**src/hw/rtl/sme_pkg.sv**
```systemverilog
// Shared constants for the SPI master byte engine: register indexes, phase codes,
// register widths and reset values. No dependencies.
package sme_pkg;

    localparam int BITS_PER_WORD_DEF = 8;
    localparam int COUNT_WIDTH_DEF   = 16;

    localparam int REG_W     = 16;
    localparam int CFG_IDX_W = 2;
    localparam int MODE_W    = 2;
    localparam int BYTE_W    = 8;

    localparam logic [CFG_IDX_W-1:0] CFG_SPI_MODE    = 2'd0;
    localparam logic [CFG_IDX_W-1:0] CFG_HALF_PERIOD = 2'd1;
    localparam logic [CFG_IDX_W-1:0] CFG_BYTE_GAP    = 2'd2;

    localparam logic [MODE_W-1:0] SPI_MODE_RST    = 2'd0;
    localparam logic [REG_W-1:0]  HALF_PERIOD_RST = 16'd50;
    localparam logic [REG_W-1:0]  BYTE_GAP_RST    = 16'd0;

    localparam int PHASE_W = 2;
    localparam logic [PHASE_W-1:0] PH_IDLE   = 2'd0;
    localparam logic [PHASE_W-1:0] PH_FIRST  = 2'd1;
    localparam logic [PHASE_W-1:0] PH_SECOND = 2'd2;
    localparam logic [PHASE_W-1:0] PH_GAP    = 2'd3;

endpackage

```
**src/hw/rtl/sme_wait_ctr.sv**
```systemverilog
// Wait counter step for the SPI master byte engine: advances the tick count and
// flags the end of a wait. Depends on sme_pkg.
module sme_wait_ctr #(
    parameter int COUNT_WIDTH = sme_pkg::COUNT_WIDTH_DEF
) (
    input  logic [COUNT_WIDTH-1:0]   count,
    input  logic [sme_pkg::REG_W-1:0] target,
    output logic                     done,
    output logic [COUNT_WIDTH-1:0]   count_next
);
    import sme_pkg::*;

    localparam int CMP_W = ((COUNT_WIDTH > REG_W) ? COUNT_WIDTH : REG_W) + 1;

    logic [CMP_W-1:0] count_inc;

    assign count_inc  = CMP_W'(count) + CMP_W'(1);
    assign done       = (count_inc >= CMP_W'(target)) || (&count);
    assign count_next = done ? '0 : count_inc[COUNT_WIDTH-1:0];

endmodule

```
**src/hw/rtl/spi_master_byte_engine.sv**
```systemverilog
// Top level of the SPI master byte engine: configuration registers, engine state
// and the result register. Depends on sme_pkg and sme_wait_ctr.
//
// Each input beat is one tick of the pin-level engine. It carries a start request
// with the byte to send and its last-of-buffer mark, plus the sampled MISO level.
// Each accepted input beat gives exactly one output beat with the SCK and MOSI
// levels after that tick, the busy flag and, on the tick a byte completes, the
// received byte with its last mark (rx_valid high).
// The configuration port writes spi_mode, half_period and byte_gap by index when
// cfg_we is high; the user must use it only while no transfer is running, which
// the block does not enforce. An input beat's output beat is presented in the
// next cycle from the result register. Throughput is one beat per cycle while the
// receiver takes beats, set by the combinational engine update between the state
// registers and the result register. When the receiver stalls, the result register
// holds its beat and in_ready drops until it is taken; the engine state advances
// only on accepted input beats. Reset clears the engine to idle with SCK low, MOSI
// low, registers at mode 0, half_period 50 and byte_gap 0, no output beat pending.
module spi_master_byte_engine #(
    parameter int BITS_PER_WORD = sme_pkg::BITS_PER_WORD_DEF,
    parameter int COUNT_WIDTH   = sme_pkg::COUNT_WIDTH_DEF
) (
    input  logic                          clk,
    input  logic                          rst_n,
    input  logic                          cfg_we,
    input  logic [sme_pkg::CFG_IDX_W-1:0] cfg_index,
    input  logic [sme_pkg::REG_W-1:0]     cfg_data,
    input  logic                          in_valid,
    output logic                          in_ready,
    input  logic                          start_req,
    input  logic [sme_pkg::BYTE_W-1:0]    tx_byte,
    input  logic                          last_byte,
    input  logic                          miso,
    output logic                          out_valid,
    input  logic                          out_ready,
    output logic                          sck,
    output logic                          mosi,
    output logic                          busy_res,
    output logic                          rx_valid,
    output logic [sme_pkg::BYTE_W-1:0]    rx_byte,
    output logic                          rx_last
);
    import sme_pkg::*;

    localparam int BCW = $clog2(BITS_PER_WORD + 1);

    logic [MODE_W-1:0]        spi_mode_reg;
    logic [REG_W-1:0]         half_period_reg;
    logic [REG_W-1:0]         byte_gap_reg;

    logic                     sck_level_reg, sck_level_next;
    logic                     mosi_level_reg, mosi_level_next;
    logic [BITS_PER_WORD-1:0] tx_shift_reg, tx_shift_next;
    logic [BITS_PER_WORD-1:0] rx_shift_reg, rx_shift_next;
    logic [BCW-1:0]           bit_count_reg, bit_count_next;
    logic [PHASE_W-1:0]       phase_reg, phase_next;
    logic [COUNT_WIDTH-1:0]   wait_count_reg, wait_count_next;
    logic                     last_flag_reg, last_flag_next;

    logic                     out_valid_reg;
    logic                     sck_reg, mosi_reg, busy_reg, rx_valid_reg, rx_last_reg;
    logic [BYTE_W-1:0]        rx_byte_reg;

    logic                     rx_valid_next, rx_last_next;
    logic [BYTE_W-1:0]        rx_byte_next;

    logic                     cpol, cpha;
    logic [REG_W-1:0]         hp_eff, wait_target;
    logic                     wait_done;
    logic [COUNT_WIDTH-1:0]   wait_step;
    logic [BITS_PER_WORD-1:0] tx_load;
    logic [BCW-1:0]           bit_inc;
    logic                     in_fire;

    assign in_fire   = in_valid && in_ready;
    assign in_ready  = !out_valid_reg || out_ready;

    assign cpol        = spi_mode_reg[1];
    assign cpha        = spi_mode_reg[0];
    assign hp_eff      = (half_period_reg == '0) ? REG_W'(1) : half_period_reg;
    assign wait_target = (phase_reg == PH_GAP) ? byte_gap_reg : hp_eff;
    assign tx_load     = BITS_PER_WORD'(tx_byte);
    assign bit_inc     = bit_count_reg + BCW'(1);

    sme_wait_ctr #(
        .COUNT_WIDTH(COUNT_WIDTH)
    ) u_wait_ctr (
        .count      (wait_count_reg),
        .target     (wait_target),
        .done       (wait_done),
        .count_next (wait_step)
    );

    always_comb
    begin
        sck_level_next  = sck_level_reg;
        mosi_level_next = mosi_level_reg;
        tx_shift_next   = tx_shift_reg;
        rx_shift_next   = rx_shift_reg;
        bit_count_next  = bit_count_reg;
        phase_next      = phase_reg;
        wait_count_next = wait_count_reg;
        last_flag_next  = last_flag_reg;
        rx_valid_next   = 1'b0;
        rx_byte_next    = '0;
        rx_last_next    = 1'b0;
        unique case (phase_reg)
            PH_IDLE:
            begin
                sck_level_next = cpol;
                if (start_req)
                begin
                    tx_shift_next   = tx_load;
                    last_flag_next  = last_byte;
                    rx_shift_next   = '0;
                    bit_count_next  = '0;
                    wait_count_next = '0;
                    mosi_level_next = tx_load[BITS_PER_WORD-1];
                    if (cpha)
                    begin
                        sck_level_next = ~cpol;
                    end
                    phase_next = PH_FIRST;
                end
            end
            PH_FIRST:
            begin
                wait_count_next = wait_step;
                if (wait_done)
                begin
                    rx_shift_next  = {rx_shift_reg[BITS_PER_WORD-2:0], miso};
                    sck_level_next = cpha ? cpol : ~cpol;
                    phase_next     = PH_SECOND;
                end
            end
            PH_SECOND:
            begin
                wait_count_next = wait_step;
                if (wait_done)
                begin
                    sck_level_next = cpol;
                    if (bit_inc < BCW'(BITS_PER_WORD))
                    begin
                        bit_count_next  = bit_inc;
                        tx_shift_next   = {tx_shift_reg[BITS_PER_WORD-2:0], 1'b0};
                        mosi_level_next = tx_shift_reg[BITS_PER_WORD-2];
                        if (cpha)
                        begin
                            sck_level_next = ~cpol;
                        end
                        phase_next = PH_FIRST;
                    end
                    else
                    begin
                        rx_valid_next  = 1'b1;
                        rx_byte_next   = BYTE_W'(rx_shift_reg);
                        rx_last_next   = last_flag_reg;
                        bit_count_next = '0;
                        phase_next     = (byte_gap_reg != '0) ? PH_GAP : PH_IDLE;
                    end
                end
            end
            PH_GAP:
            begin
                sck_level_next  = cpol;
                wait_count_next = wait_step;
                if (wait_done)
                begin
                    phase_next = PH_IDLE;
                end
            end
            default:
            begin
                phase_next = PH_IDLE;
            end
        endcase
    end

    always_ff @(posedge clk or negedge rst_n)
    begin
        if (!rst_n)
        begin
            spi_mode_reg    <= SPI_MODE_RST;
            half_period_reg <= HALF_PERIOD_RST;
            byte_gap_reg    <= BYTE_GAP_RST;
            sck_level_reg   <= SPI_MODE_RST[1];
            mosi_level_reg  <= 1'b0;
            tx_shift_reg    <= '0;
            rx_shift_reg    <= '0;
            bit_count_reg   <= '0;
            phase_reg       <= PH_IDLE;
            wait_count_reg  <= '0;
            last_flag_reg   <= 1'b0;
        end
        else
        begin
            if (cfg_we)
            begin
                if (cfg_index == CFG_SPI_MODE)
                begin
                    spi_mode_reg <= cfg_data[MODE_W-1:0];
                end
                else if (cfg_index == CFG_HALF_PERIOD)
                begin
                    half_period_reg <= cfg_data;
                end
                else if (cfg_index == CFG_BYTE_GAP)
                begin
                    byte_gap_reg <= cfg_data;
                end
            end
            if (in_fire)
            begin
                sck_level_reg  <= sck_level_next;
                mosi_level_reg <= mosi_level_next;
                tx_shift_reg   <= tx_shift_next;
                rx_shift_reg   <= rx_shift_next;
                bit_count_reg  <= bit_count_next;
                phase_reg      <= phase_next;
                wait_count_reg <= wait_count_next;
                last_flag_reg  <= last_flag_next;
            end
            else if (cfg_we && cfg_index == CFG_SPI_MODE
                     && (phase_reg == PH_IDLE || phase_reg == PH_GAP))
            begin
                sck_level_reg <= cfg_data[1];
            end
        end
    end

    always_ff @(posedge clk or negedge rst_n)
    begin
        if (!rst_n)
        begin
            out_valid_reg <= 1'b0;
        end
        else if (in_ready)
        begin
            out_valid_reg <= in_valid;
        end
    end

    always_ff @(posedge clk)
    begin
        if (in_fire)
        begin
            sck_reg      <= sck_level_next;
            mosi_reg     <= mosi_level_next;
            busy_reg     <= (phase_next != PH_IDLE);
            rx_valid_reg <= rx_valid_next;
            rx_byte_reg  <= rx_byte_next;
            rx_last_reg  <= rx_last_next;
        end
    end

    assign out_valid = out_valid_reg;
    assign sck       = sck_reg;
    assign mosi      = mosi_reg;
    assign busy_res  = busy_reg;
    assign rx_valid  = rx_valid_reg;
    assign rx_byte   = rx_byte_reg;
    assign rx_last   = rx_last_reg;

    a_idle_no_bits: assert property (@(posedge clk) disable iff (!rst_n)
        (phase_reg == PH_IDLE) |-> (bit_count_reg == '0))
        else $error("bit count not cleared while idle");

    a_busy_matches_phase: assert property (@(posedge clk) disable iff (!rst_n)
        out_valid_reg |-> (busy_reg == (phase_reg != PH_IDLE)))
        else $error("busy flag disagrees with engine phase");

    a_idle_stays_without_start: assert property (@(posedge clk) disable iff (!rst_n)
        (in_fire && phase_reg == PH_IDLE && !start_req) |=> (phase_reg == PH_IDLE))
        else $error("engine left idle without a start request");

    a_idle_sck_polarity: assert property (@(posedge clk) disable iff (!rst_n)
        (phase_reg == PH_IDLE || phase_reg == PH_GAP) |-> (sck_level_reg == spi_mode_reg[1]))
        else $error("SCK not at idle polarity outside a byte");

endmodule
```
**config.mk**
```make
export PLATFORM = sky130hd
export DESIGN_NAME = spi_master_byte_engine
export DESIGN_NICKNAME = d
export VERILOG_FILES = /design/src/hw/rtl/sme_pkg.sv /design/src/hw/rtl/sme_wait_ctr.sv /design/src/hw/rtl/spi_master_byte_engine.sv
export SDC_FILE = /design/constraint.sdc
export NUM_CORES = 1
export LEC_CHECK = 0
export ABC_AREA = 1
export BUFFER_PORTS_ARGS = -buffer_cell sky130_fd_sc_hd__buf_2
export CORE_ASPECT_RATIO = 1.4
export CORE_UTILIZATION = 48
export CTS_CLUSTER_SIZE = 12
export DETAILED_ROUTE_END_ITERATION = 12
export GPL_ROUTABILITY_DRIVEN = 0
export PLACE_DENSITY_LB_ADDON = 0.08
export SLEW_MARGIN = 20
export SYNTH_ARGS = -nofsm -noshare
export SYNTH_HDL_FRONTEND = slang
export SYNTH_SLANG_ARGS = --single-unit
```
**constraint.sdc**
```tcl
create_clock -name clk -period 2.75 [get_ports clk]
set_input_delay 0.4125 -clock clk [delete_from_list [all_inputs] [get_ports clk]]
set_output_delay 0.4125 -clock clk [all_outputs]
set_load 0.02 [all_outputs]
```
==> metrics.txt <==
status=finished with violations; failing checks=negative setup slack; dpl cell area=about 0.0055 sq mm; slack of the critical path=-0.161 ns; WP buf/inv=5; Avg Inst Size Synth=8.72 sq um; skew final=0.00677 ns; share of synthesized registers carrying an async set or reset=between 80% and 90%; Max Cap Viol=0; Worst Path Arrival=3.17 ns; #FFs+latches synth=between 80 and 90; Crit path top cell by count=nand2_2; worst path cell trace=ha_2 > nand2_2 > nor2_4 > nand2_2 > inv_2 > nand2_2 > inv_2 > nand3_2 > xor2_2 > inv_2 > ha_4 > nand2_4 > nor3_4 > nand2_1 > nor2_2 > nand2_2 > nand2_4 > buf_4 > buf_4 > nand3_4 > o22ai_2; Peak supply drop=427 uV; n_diodes=0; CP Max Fanout=7; vias per inst=roughly 5.1; Layout Nets=710; Slew headroom=approximately half; yosys warns=0; sequential-to-total area share from yosys stat=47.2%; most common cell after layout, fill and taps aside=nand2_1; post-DR wirelength/cell=around 14 um; DR pass1 iterations=4; vias=between 4000 and 5000; Hold Path Class=primary input to async pin; Total GRT Usage=22.8%; Die H=between 100 and 150 um; min cycle time layout=roughly 2.9 ns; Area growth, synth to finish=32.0%; row count=42; first-pass GRT wire length=approximately 18000 um; Yosys cell types=38; I/O pin count=between 40 and 50; CP endpoint kind=flip-flop; Final Util=roughly two thirds; Core Box Area=about 0.0096 sq mm; Worst-path clk slew=approximately 0.060 ns; CTS tree=done; crit start category=flip-flop; Sinks on Clock Net=87; Inst Count DP=roughly 760; Num CTS Buffers=9; initial antenna violation count=0; final setup TNS=-4.23 ns; Total Routed Length=11300 um; RSZ-0062 raised after global routing=yes; initial DRC count=181; fillers=a little under 800; Final Hold Fails=0; non-filler cells, final=790; cell area after layout=approximately 0.0063 sq mm; largest net degree at the start of global routing=33; pwr dens=641 mW/mm^2; ANT nets after route=0; post-DP HPWL=a little under 8000 um; # DRC=0; CP Class=flip-flop to flip-flop; Die Area=about 0.010 sq mm; global route overflow=0; chip width=86.2 um; PortBufs=48; root buffer selected by CTS=clkbuf_16; Syn Inst Count=about 550; H-tree levels=3; max-slew violation count=0; Top Family by Delay on Critical Path=simple AND/OR/NAND/NOR gates; max frequency=around 340 MHz; area of the multi-input gates=0.00250 sq mm; EDFF count, synth=13; final setup fails=between 40 and 50; clock buffer depth=2; share of layout cells above drive strength 1=between 30% and 40%; Syn Nets=roughly 600; Main synth FF type=dfrtp_1; Synth Cell Area=roughly 0.0048 sq mm; period utilization=106%; register area=~0.0022 sq mm; Worst-Margin Slew=between 0.7 and 0.8 ns; Initial Util=~50%; CP max stage cell=dfrtp_1; CP max stage delay=0.39 ns; leak pwr=~3 nW; Worst-Skew Late Latency=0.34 ns; vias in the first global route=3904; Worst EP required=about 3.0 ns; commonest non-fill, non-tap cells in the layout=nand2_1, inv_1, dfrtp_1
[cell usage after synthesis (7+ instances only)]
library cell / n / share of area, %
nand2_1: 129 / 10
inv_1: 78 / 6.2
dfrtp_1: 71 / 37
o21ai_0: 47 / 4.9
nor2_1: 33 / 2.6
nand3_1: 25 / 2.6
ha_1: 23 / 6.0
mux2i_1: 19 / 4.0
edfxtp_1: 13 / 8.2
xor2_1: 13 / 2.4
o22ai_2: 9 / 2.4
o21ai_2: 8 / 1.5
clkbuf_1: 7 / 0.55
nor3_1: 7 / 0.74
nor4_1: 7 / 0.92
o22ai_1: 7 / 0.92
[per-stage QoR]
stage / worst slack (ns) / total power (W) / hold WS [ns]
after floorplan: -0.0211 / 0.00233 / 0.117
after global placement: -0.217 / 0.00259 / 0.466
after detailed placement: -0.259 / 0.00263 / 0.475
after CTS: -0.126 / 0.00395 / 0.146
after global routing: -0.336 / 0.00426 / 0.179
final: -0.161 / 0.00403 / 0.118
[final cells by class]
| class | instances | area share (%) |
|---|---|---|
| Clock buffer | 11 | 3.86 |
| Clock inverter | 5 | 1.04 |
| Inverter | 82 | 5.02 |
| Multi-Input combinational cell | 366 | 39.8 |
| Sequential cell | 87 | 35.7 |
| Tap cell | 132 | 2.63 |
| Timing Repair Buffer | 106 | 11.8 |
| Timing Repair inverter | 1 | 0.119 |
[routing by layer]
layer | part of all wire, % | track usage [%] | up-vias
li1 | - | - | 1994
met1 | 40 | 25.7 | 1893
met2 | 53 | 41.2 | 87
met3 | 3.0 | 2.61 | 29
met4 | 3.8 | 12.2 | 0
met5 | 0 | 0 | -
[cells by family (layout without fill, tap and decap cells)]
group                      after synthesis  in the layout  share of synthesized area [%]
AOI/OAI and AO/OA                       92             92                           12.5
and+or+nand+nor                        217            219                           19.8
muxes                                   19             19                           4.00
adders and majority gates               23             23                           6.05
buffers and inverters                   95            205                           8.15
xor gates and xnor gates                13             13                           2.39
DFF                                     87             87                           47.2
[where the power goes]
group          total (W)  switching [W]  internal [W]
combinational    0.00109       0.000654      0.000437
clock            0.00125       0.000513      0.000737
sequential       0.00169       0.000158       0.00153
total            0.00403        0.00132       0.00270
[timing repair]
item / in CTS / in global routing
resized for setup: 33 / 51
pin swaps: 2 / 25
gates cloned: 3 / 1
setup endpoints to repair: 51 / 51
hold buffers: 0 / 0
setup buffers: 4 / 7
endpoints found under the hold margin: 0 / 0
[path summary, 6_finish.rpt]
check / start / to / slack [ns] / depth (start not counted)
min in group clk: cfg_data[4] / half_period_reg[4]$_DFFE_PN1P_ / 0.30 / 3
setup reg to reg: wait_count_reg[1]$_DFFE_PN0P_ / rx_shift_reg[3]$_DFFE_PN0P_ / -0.16 / 21
setup / recovery: wait_count_reg[1]$_DFFE_PN0P_ / rx_shift_reg[3]$_DFFE_PN0P_ / -0.16 / 21
max in group asynchronous: rst_n / half_period_reg[12]$_DFFE_PN0P_ / 1.84 / 2
hold reg to reg: tx_shift_reg[5]$_DFFE_PN0P_ / tx_shift_reg[5]$_DFFE_PN0P_ / 0.49 / 2
hold / removal: rst_n / rx_shift_reg[5]$_DFFE_PN0P_ / 0.12 / 1
No activity file was read; power rests on OpenSTA's default activity.
